`src/ptc_pkg.sv`:
```
// package for the piecewise linear thermo correction block
// widths, state encoding and divider request type; no dependencies
`timescale 1ns / 1ps
`default_nettype none

package ptc_pkg;

  localparam int unsigned ENTRIES         = 16;
  localparam int unsigned IDX_W           = $clog2(ENTRIES);
  localparam int unsigned SLOPE_FRAC_BITS = 16;
  localparam int unsigned TEMP_W          = 16;
  localparam int unsigned CORR_W          = 32;
  localparam int unsigned SLOPE_W         = 56;
  localparam int unsigned ROW_W           = SLOPE_W + CORR_W + TEMP_W;
  localparam int unsigned NUM_MAG_W       = CORR_W + SLOPE_FRAC_BITS;
  localparam int unsigned DIV_CNT_W       = $clog2(NUM_MAG_W + 1);
  localparam int unsigned GAP_W           = TEMP_W;
  localparam int unsigned MUL_LO_W        = SLOPE_W / 2;
  localparam int unsigned MUL_HI_W        = SLOPE_W - MUL_LO_W;
  localparam int unsigned PLO_W           = MUL_LO_W + GAP_W;
  localparam int unsigned PHI_W           = MUL_HI_W + GAP_W + 1;
  localparam int unsigned FULL_W          = SLOPE_W + GAP_W + 1;
  localparam int unsigned RES_W           = SLOPE_W + 2;

  localparam logic CMD_LOAD  = 1'b0;
  localparam logic CMD_QUERY = 1'b1;

  typedef enum logic [3:0] {
    S_IDLE,
    S_LD_RD,
    S_LD_CALC,
    S_LD_DIV,
    S_LD_WR,
    S_Q_LAST,
    S_Q_SCAN,
    S_Q_MUL_LO,
    S_Q_MUL_HI,
    S_Q_SUM,
    S_Q_DONE
  } state_e;

  typedef struct packed {
    logic                  start;
    logic                  negate;
    logic [NUM_MAG_W-1:0]  dividend;
    logic [TEMP_W-1:0]     divisor;
  } div_req_t;

endpackage

`default_nettype wire

```
`src/ptc_ram.sv`:
```
// breakpoint table: one row per entry holding slope, correction and temperature
// single write port, single read port with registered data; uses ptc_pkg
`timescale 1ns / 1ps
`default_nettype none

module ptc_ram
  import ptc_pkg::*;
(
  input  wire logic             clk_i,
  input  wire logic             we_i,
  input  wire logic [IDX_W-1:0] waddr_i,
  input  wire logic [ROW_W-1:0] wdata_i,
  input  wire logic [IDX_W-1:0] raddr_i,
  output logic      [ROW_W-1:0] rdata_o
);

  logic [ROW_W-1:0] mem_q [ENTRIES];

  always_ff @(posedge clk_i) begin
    if (we_i) begin
      mem_q[waddr_i] <= wdata_i;
    end
    rdata_o <= mem_q[raddr_i];
  end

endmodule

`default_nettype wire

```
`config.mk`:
```
export PLATFORM = sky130hd
export DESIGN_NAME = ptc_ram
export DESIGN_NICKNAME = d
export VERILOG_FILES = /design/src/ptc_pkg.sv /design/src/ptc_ram.sv
export SDC_FILE = /design/constraint.sdc
export NUM_CORES = 1
export LEC_CHECK = 0
export ABC_AREA = 1
export BUFFER_PORTS_ARGS = -buffer_cell sky130_fd_sc_hd__buf_2
export CAP_MARGIN = 40
export CORE_ASPECT_RATIO = 1.25
export CORE_UTILIZATION = 32
export CTS_CLUSTER_SIZE = 12
export DETAILED_ROUTE_END_ITERATION = 10
export HOLD_SLACK_MARGIN = 0.06
export MAX_ROUTING_LAYER = met4
export PLACE_DENSITY = 0.56
export REMOVE_ABC_BUFFERS = 1
export SYNTH_ARGS = -nofsm -noshare
export SYNTH_HDL_FRONTEND = slang
export SYNTH_SLANG_ARGS = --single-unit
```
`constraint.sdc`:
```
create_clock -name clk_i -period 14.5 [get_ports clk_i]
set_input_delay 0.725 -clock clk_i [delete_from_list [all_inputs] [get_ports clk_i]]
set_output_delay 0.725 -clock clk_i [all_outputs]
set_load 0.05 [all_outputs]
```
==> reports/metrics.cfg <==
[run_status]
run_status = finished clean

[sta]
unrepaired_setup_endpoints_after_global_routing = false
max_slew.worst_pin.slew_ns = 1.07
finalSetupViolations = 0
final_hold_viol_count = 0
final-max-slew-violation-count = 0
final.setup.tns_ns = 0
worst_rel_slew_slack = 0.286
timing.fmax_ghz = 0.311
min_period_ns = 3.21
min_period_over_period = 0.221
worst_clock_skew_ns = 0.0320

[logic_synthesis]
dominant_combinational_cell_family_by_area_after_synthesis = simple AND/OR/NAND/NOR gates
netlist_instances = 6824
synthDominantAreaCellType = sky130_fd_sc_hd__edfxtp_1
mappedNetlistArea_um2 = 73200
synth_compound_area_frac = 0
synth-warning-count = 0
synth_top_area_share = 0.683
ys_top_cells_by_area = sky130_fd_sc_hd__edfxtp_1 (68%), sky130_fd_sc_hd__nand2_1 (11%), sky130_fd_sc_hd__nand3_1 (8.5%)
synth-simple-area-share = 0.199
synth.ff_latch_count = 1768
post_synth_num_cell_types = 13
sequential_to_total_area_share_from_yosys_stat = 0.711
synth_fa_ha_area_frac = 0
synthMuxAreaShare = 0
synth-xor-area-share = 0
syn_area_per_cell_um2 = 10.7

[clock_tree]
cts_resized = 0
numClockSinks = 1768
cts-hold-fix-buffers = 0
tritoncts = yes
inserted_clock_buffers = 183
clkLatencyLatePin_ns = 0.82
cts.root.buffer_cell = sky130_fd_sc_hd__clkbuf_16
htree_levels = 4
path_clk_slew_ns = 0.06
cts_buffer_depth = 4
post_cts.repair.setup_buffers = 0

[route]
antenna_violating_nets_left = 0
routed-via-count = 47100
routed_wire_length_per_instance_um = 19.6
drt_pre_antenna_iters = 6
viasPerCell = 4.65
drt_wl_total_um = 198000
post-route-drc-count = 0
drtIter0Drc = 3652

[critical_path]
worstPathArrival_ns = 3.62
timing_worst_setup_path_type = primary input to register
reg2reg_depth = 6
worst-endpoint-required_ns = 14.91
crit_path_max_fanout = 39
startpoint_type = primary input
setup.worst_path.end_class = register

[global_route]
grt_usage = 0.174
grt_first_pass_wirelength_um = 294000
number_of_global_route_vias_before_repair = 45800
antenna_found_initial = 59
grt_start_max_net_pins = 145
global_route.overflow_total = 0

[placed_design]
place.gp.congestion = 0.766
numPortBuffers = 217
dp.final_hpwl_um = 99900
post-place-cells = 9755

[floorplan]
die-area_um2 = 231000
num_rows = 195
chipHeight_um = 537
initial_core_util = 0.323
core_region_area_um2 = 227000
die_width_um = 430
design.portCount = 218

[pwr]
ir_drop_v = 0.0000853
pwr_density_cell_nw_per_um2 = 131
power.leakage_nw = 34.8

[finish]
leading_cell_types_in_the_layout_fill_and_taps_excluded = sky130_fd_sc_hd__nand2_1 (2,189), sky130_fd_sc_hd__edfxtp_1 (1,664), sky130_fd_sc_hd__inv_1 (1,250)
layoutNonFillerInstCount = 10100
final_layout_size_suffix_gt1_frac = 0.0776
num-nets-final = 7099
area_delta_synth_final_pct = 13.7
regArea_um2 = 52000
multi_input_area_um2 = 14700
final_common_cell = sky130_fd_sc_hd__nand2_1
n_fill_cell = 21900

[hold_path]
min_path_type = primary input to register
hold-path-cell-count = 1

[run]
cap_violations = 0

-- registers in the layout (all words and copies together), names as in the netlist --
| signal | count |
|---|---|
| rdata_o | 104 |
| mem_q | 1664 |
-- metrics by stage --
| step | utilization | setup slack [ns] | hold WS [ns] | area (um2) | total power [mW] |
|---|---|---|---|---|---|
| 2_1_floorplan | - | 6.91 | 0.607 | 71300 | 6.32 |
| 5_1_grt | 0.367 | 11.12 | 0.257 | 83200 | 11.3 |
| 4_1_cts | 0.367 | 11.28 | 0.220 | 83100 | 11.0 |
| 6_report | 0.367 | 11.29 | 0.274 | 83200 | 10.9 |
| 3_3_place_gp | 0.339 | 10.16 | 0.629 | 76900 | 6.62 |
| 3_5_place_dp | 0.343 | 10.43 | 0.633 | 77700 | 6.64 |
-- cell families (layout without fill, tap and decap cells) --
group	Yosys count	in the layout
buffers and inverters	1599	1899
DFF	1768	1768
other	0	37
and+or+nand+nor	3457	3457
-- synth_stat cells (all sizes together) --
master	instances
edfxtp	1664
buf	267
nand2	2189
nand3b	2
dfxtp	104
inv	1254
nor2	17
nand3	1249
clkbuf	78
-- final cells by class --
type                            count  area share
Sequential cell                  1768       0.626
Multi-Input combinational cell   3457       0.176
Clock buffer                      304      0.0628
Inverter                         1254      0.0570
Tap cell                         2955      0.0445
Timing Repair Buffer              321      0.0303
Clock inverter                     20     0.00220
Antenna cell                       37     0.00111
-- worst max-delay path: stages --
cell                      delay (ns)
sky130_fd_sc_hd__buf_2          0.11
sky130_fd_sc_hd__nand3_1        0.36
sky130_fd_sc_hd__nor2_4         0.22
sky130_fd_sc_hd__buf_4          0.58
sky130_fd_sc_hd__buf_4          0.74
sky130_fd_sc_hd__buf_4          0.78
-- power breakdown --
group	total [mW]	switching, mW	internal, mW
sequential	5.76	0.0470	5.71
combinational	0.764	0.579	0.185
clock	4.38	1.89	2.48
-- final timing paths --
path / startpoint / to / slack, ns
setup reg to reg: mem_q[5][86]$_DFFE_PP_ / rdata_o[86]$_DFF_P_ / 13.38
hold reg to reg: mem_q[10][66]$_DFFE_PP_ / rdata_o[66]$_DFF_P_ / 0.63
hold / removal: wdata_i[9] / mem_q[4][9]$_DFFE_PP_ / 0.27
setup / recovery: we_i / mem_q[12][11]$_DFFE_PP_ / 11.29
-- metal layers --
| metal | GRT usage | wire, um | vias up |
|---|---|---|---|
| met4 | 0.0577 | 6370 | 0 |
| li1 | - | - | 22400 |
| met3 | 0.0277 | 11700 | 346 |
| met5 | - | 0 | - |
| met1 | 0.218 | 84800 | 23100 |
| met2 | 0.287 | 94900 | 1263 |
Power figures use the tool's default switching activity.
