`config.mk`:
```
export PLATFORM = sky130hd
export DESIGN_NAME = ptc_div
export DESIGN_NICKNAME = d
export VERILOG_FILES = /design/src/ptc_pkg.sv /design/src/ptc_div.sv
export SDC_FILE = /design/constraint.sdc
export NUM_CORES = 1
export LEC_CHECK = 0
export BUFFER_PORTS_ARGS = -buffer_cell sky130_fd_sc_hd__buf_2
export CORE_ASPECT_RATIO = 1.4
export CORE_MARGIN = 3
export CORE_UTILIZATION = 39
export DETAILED_ROUTE_END_ITERATION = 8
export PLACE_DENSITY = 0.64
export SYNTH_ARGS = -nofsm -noshare
export SYNTH_HDL_FRONTEND = slang
export SYNTH_SLANG_ARGS = --single-unit
```
`constraint.sdc`:
```
create_clock -name clk_i -period 3.2 [get_ports clk_i]
set_clock_uncertainty 0.05 [all_clocks]
set_input_delay 0.16 -clock clk_i [delete_from_list [all_inputs] [get_ports clk_i]]
set_output_delay 0.16 -clock clk_i [all_outputs]
set_load 0.02 [all_outputs]
```
`src/ptc_pkg.sv`:
```
// package for the piecewise linear thermo correction block
// widths, state encoding and divider request type; no dependencies
`timescale 1ns / 1ps
`default_nettype none

package ptc_pkg;

  localparam int unsigned ENTRIES         = 16;
  localparam int unsigned IDX_W           = $clog2(ENTRIES);
  localparam int unsigned SLOPE_FRAC_BITS = 16;
  localparam int unsigned TEMP_W          = 16;
  localparam int unsigned CORR_W          = 32;
  localparam int unsigned SLOPE_W         = 56;
  localparam int unsigned ROW_W           = SLOPE_W + CORR_W + TEMP_W;
  localparam int unsigned NUM_MAG_W       = CORR_W + SLOPE_FRAC_BITS;
  localparam int unsigned DIV_CNT_W       = $clog2(NUM_MAG_W + 1);
  localparam int unsigned GAP_W           = TEMP_W;
  localparam int unsigned MUL_LO_W        = SLOPE_W / 2;
  localparam int unsigned MUL_HI_W        = SLOPE_W - MUL_LO_W;
  localparam int unsigned PLO_W           = MUL_LO_W + GAP_W;
  localparam int unsigned PHI_W           = MUL_HI_W + GAP_W + 1;
  localparam int unsigned FULL_W          = SLOPE_W + GAP_W + 1;
  localparam int unsigned RES_W           = SLOPE_W + 2;

  localparam logic CMD_LOAD  = 1'b0;
  localparam logic CMD_QUERY = 1'b1;

  typedef enum logic [3:0] {
    S_IDLE,
    S_LD_RD,
    S_LD_CALC,
    S_LD_DIV,
    S_LD_WR,
    S_Q_LAST,
    S_Q_SCAN,
    S_Q_MUL_LO,
    S_Q_MUL_HI,
    S_Q_SUM,
    S_Q_DONE
  } state_e;

  typedef struct packed {
    logic                  start;
    logic                  negate;
    logic [NUM_MAG_W-1:0]  dividend;
    logic [TEMP_W-1:0]     divisor;
  } div_req_t;

endpackage

`default_nettype wire

```
`src/ptc_div.sv`:
```
// serial restoring divider for the segment slope, one quotient bit per cycle
// works on magnitudes and applies the sign at the end; uses ptc_pkg
`timescale 1ns / 1ps
`default_nettype none

module ptc_div
  import ptc_pkg::*;
(
  input  wire logic               clk_i,
  input  wire logic               rst_ni,
  input  wire div_req_t           req_i,
  output logic                    done_o,
  output logic      [SLOPE_W-1:0] quotient_o
);

  logic                 busy_q, busy_d;
  logic                 done_q, done_d;
  logic                 neg_q, neg_d;
  logic [DIV_CNT_W-1:0] cnt_q, cnt_d;
  logic [NUM_MAG_W-1:0] quo_q, quo_d;
  logic [TEMP_W:0]      rem_q, rem_d;
  logic [TEMP_W-1:0]    dsr_q, dsr_d;
  logic [TEMP_W:0]      rem_sh;
  logic [TEMP_W+1:0]    trial;
  logic [SLOPE_W-1:0]   mag_ext;

  always_comb begin
    busy_d = busy_q;
    done_d = 1'b0;
    neg_d  = neg_q;
    cnt_d  = cnt_q;
    quo_d  = quo_q;
    rem_d  = rem_q;
    dsr_d  = dsr_q;
    rem_sh = {rem_q[TEMP_W-1:0], quo_q[NUM_MAG_W-1]};
    trial  = {1'b0, rem_sh} - {2'b00, dsr_q};
    if (req_i.start) begin
      busy_d = 1'b1;
      neg_d  = req_i.negate;
      cnt_d  = '0;
      quo_d  = req_i.dividend;
      rem_d  = '0;
      dsr_d  = req_i.divisor;
    end else if (busy_q) begin
      if (!trial[TEMP_W+1]) begin
        rem_d = trial[TEMP_W:0];
        quo_d = {quo_q[NUM_MAG_W-2:0], 1'b1};
      end else begin
        rem_d = rem_sh;
        quo_d = {quo_q[NUM_MAG_W-2:0], 1'b0};
      end
      cnt_d = cnt_q + 1'b1;
      if (cnt_q == DIV_CNT_W'(NUM_MAG_W - 1)) begin
        busy_d = 1'b0;
        done_d = 1'b1;
      end
    end
  end

  always_ff @(posedge clk_i or negedge rst_ni) begin
    if (!rst_ni) begin
      busy_q <= 1'b0;
      done_q <= 1'b0;
      cnt_q  <= '0;
    end else begin
      busy_q <= busy_d;
      done_q <= done_d;
      cnt_q  <= cnt_d;
    end
  end

  always_ff @(posedge clk_i) begin
    neg_q <= neg_d;
    quo_q <= quo_d;
    rem_q <= rem_d;
    dsr_q <= dsr_d;
  end

  assign mag_ext    = {{(SLOPE_W-NUM_MAG_W){1'b0}}, quo_q};
  assign quotient_o = neg_q ? (~mag_ext + 1'b1) : mag_ext;
  assign done_o     = done_q;

endmodule

`default_nettype wire

```
==> results_dict.tcl <==
set metrics [dict create \
    endpoint_kind "output port" \
    grt_pass1_vias 4196 \
    wirelength_mm 12.8 \
    ant_nets 0 \
    synth-edff-count 65 \
    yosysSeqAreaShare_pct 45.6 \
    clkLatencyLatePin_ns 0.34 \
    num_rows 50 \
    mappedNetlistNets 586 \
    cts_tree "yes" \
    synth_compound_area_share_pct 15.0 \
    fp.dieW_microns 106 \
    criticalPathCategory "reg -> out" \
    setup_viol 0 \
    postSynthCellCount 499 \
    track_usage_pct 16.5 \
    worstPathArrival_ns 2.91 \
    insertedDiodeCount 0 \
    hold_viol 0 \
    synth-simple-area-share_pct 11.9 \
    die-area_sq_mm 0.0154 \
    drt_first_pass_iters 4 \
    grt_pass1_wl_mm 20.7 \
    dp_slack_ns 0.298 \
    relSlewSlack_pct 52.6 \
    ys_warn_count 0 \
    muxShareOfSynthArea_pct 9.92 \
    drv_slew 0 \
    cts.sinks 89 \
    area_growth_syn_to_layout_pct 24.8 \
    cts_made_buffers 9 \
    synth.cell_area_sq_mm 0.00542 \
    synth_cell_types 56 \
    die_h_microns 146 \
    overflow 0 \
    avgSynthCellArea_sq_um 10.9 \
    maxCapViolations 0 \
    hp-class "in -> reg" \
    viasPerCell 5.25 \
    crit_path_max_fanout 4 \
    p_leak_nw 2.71 \
    root_buffer "clkbuf_16" \
    ir_drop_uv 233 \
    rsz0062_at_grt "yes" \
    layout_commonest_cell "buf_2" \
    vias 4350 \
    drive_gt1_share_pct 34.4 \
    gp_congestion 0.810 \
    routedWlPerCell_microns 15.4 \
    worstHoldStart "req_i[52]" \
    start_util_pct 40.1 \
    period_needed_ns 3.12 \
    final_nets 728 \
    grt_max_degree 60 \
    place_hpwl_mm 9.58 \
    cts-htree-levels 3 \
    outcome "complete, no violations" \
    synth_top_family_by_area "compound AO/OA/AOI/OAI gates" \
    portBuffers 124 \
    cts.clk_slew.worst_paths_ns 0.07 \
    synth-xor-area-share_pct 9.69 \
    synth-seq-cells 89 \
    ctsLongestPathBuffers 2 \
    drc 0 \
    num_io_pins 125 \
    worst_setup_path_start_kind "flop" \
    finalCritPeriodShare_pct 97.5 \
    first_iter_violations 238 \
    synth_top_flop_cell "edfxtp_1" \
    synth-adder-area-share_pct 4.52 \
    p_per_area_mw_per_mm2 519 \
    startpoint "quo_q[24]" \
    postLayoutCoreUtil_pct 50.1 \
    max_freq_mhz 320 \
    core_sq_mm 0.0135 \
    worst_pin_slew_ns 0.711 \
    mostFrequentLayoutCells "122 x buf_2, 65 x edfxtp_1, 54 x xnor2_1" \
    r2r-start "quo_q[47]" \
    antenna_found_initial 0 \
    crit_required_ns 2.99 \
    worst_slack_ns 0.0791 \
    async_reset_ff_share_pct 8.99 \
]
per-stage QoR:
step / power [mW] / instances / TNS, ns / hold slack, ns / instance area [sq um]
finish: 3.51 / 828 / 0 / 0.0691 / 6770
global route: 3.73 / 828 / -0.258 / 0.0576 / 6770
CTS: 3.54 / 823 / 0 / 0.0552 / 6700
detailed placement: 2.51 / 789 / 0 / -0.0407 / 6240
global placement: 2.49 / 789 / 0 / -0.0364 / 6240
floorplan: 2.20 / 499 / 0 / -0.186 / 5420
power breakdown:
part	leakage (nW)	internal (mW)	switching [mW]
Combinational	1.67	0.442	0.580
Clock	0.130	0.535	0.464
Sequential	0.911	1.37	0.121
cells in the mapped netlist, types with 3 or more instances:
| cell type | number | area share (%) |
|---|---|---|
| dfxtp_1 | 16 | 5.9 |
| buf_1 | 7 | 0.48 |
| o31ai_1 | 15 | 2.1 |
| o41ai_1 | 9 | 1.5 |
| xor2_1 | 6 | 0.97 |
| and3_1 | 3 | 0.35 |
| a21oi_1 | 17 | 1.6 |
| o21ai_0 | 30 | 2.8 |
| a21o_1 | 3 | 0.42 |
| nand4_1 | 4 | 0.46 |
| nor3_1 | 5 | 0.46 |
| o31a_1 | 5 | 0.81 |
| nor2_1 | 26 | 1.8 |
| or3_1 | 7 | 0.81 |
| nor2b_1 | 3 | 0.35 |
| dfrtp_1 | 8 | 3.7 |
| nand2_1 | 43 | 3.0 |
| a32oi_1 | 6 | 0.97 |
| nand2b_1 | 5 | 0.58 |
| a21boi_0 | 5 | 0.69 |
| mux2_2 | 46 | 9.6 |
| or4_4 | 3 | 0.62 |
| ha_1 | 18 | 4.2 |
| inv_1 | 21 | 1.5 |
| nand3_1 | 8 | 0.74 |
| a311oi_1 | 7 | 1.1 |
| xnor2_1 | 54 | 8.7 |
| clkbuf_1 | 16 | 1.1 |
| o21a_1 | 4 | 0.55 |
| edfxtp_1 | 65 | 36 |
cell families after synthesis:
family,Yosys count
AO/OA/AOI/OAI,116
multiplexers,48
AND/OR/NAND/NOR,121
flip-flops,89
XOR/XNOR,60
adder cells (fa/ha/maj),19
buffers and inverters,46
sequential cells by signal (all words and copies together), names as in the netlist:
signal and cells:
busy_q 1, cnt_q 6, done_o 1, dsr_q 16
neg_q 1, quo_q 48, rem_q 16
metal layers:
layer	wire [microns]	vias to the layer above	GRT usage [%]
met2	6580	119	29.6
met5	0	-	0
met4	122	0	4.73
met1	5420	2078	19.8
li1	-	2142	-
met3	647	11	3.20
final timing paths:
kind,end,slack (ns),cells after the start
min in group asynchronous,cnt_q[3],0.14,2
max,quotient_o[43],0.08,9
min,quo_q[36],0.07,2
max reg2reg,rem_q[10],0.32,10
max in group asynchronous,busy_q,2.79,2
min reg2reg,rem_q[15],0.44,2
layout make-up:
| type | instances | area, sq um |
|---|---|---|
| fillers | 1277 | 6740 |
| clock buffers | 10 | 229 |
| inverters | 21 | 78.8 |
| repair buffers | 156 | 911 |
| flip-flops and latches | 89 | 2470 |
| multi-input cells | 364 | 2800 |
| clock inverters | 6 | 50.0 |
| well taps | 182 | 228 |
timing repair:
action,CTS,global route
endpoints found under the setup margin,3,10
setup buffers,0,5
hold buffers,18,0
gates resized for setup,1,7
pin swaps,0,1
hold endpoints to repair,25,0
worst max-delay path: stages, from the launching register on:
cell	delay, ns
edfxtp_1	0.43
or4_4	0.60
nor4_4	0.28
buf_4	0.18
nand4_2	0.15
nor2_2	0.17
nand2_1	0.13
o41ai_2	0.25
xnor2_1	0.18
buf_2	0.20
Power figures use the tool's default switching activity.
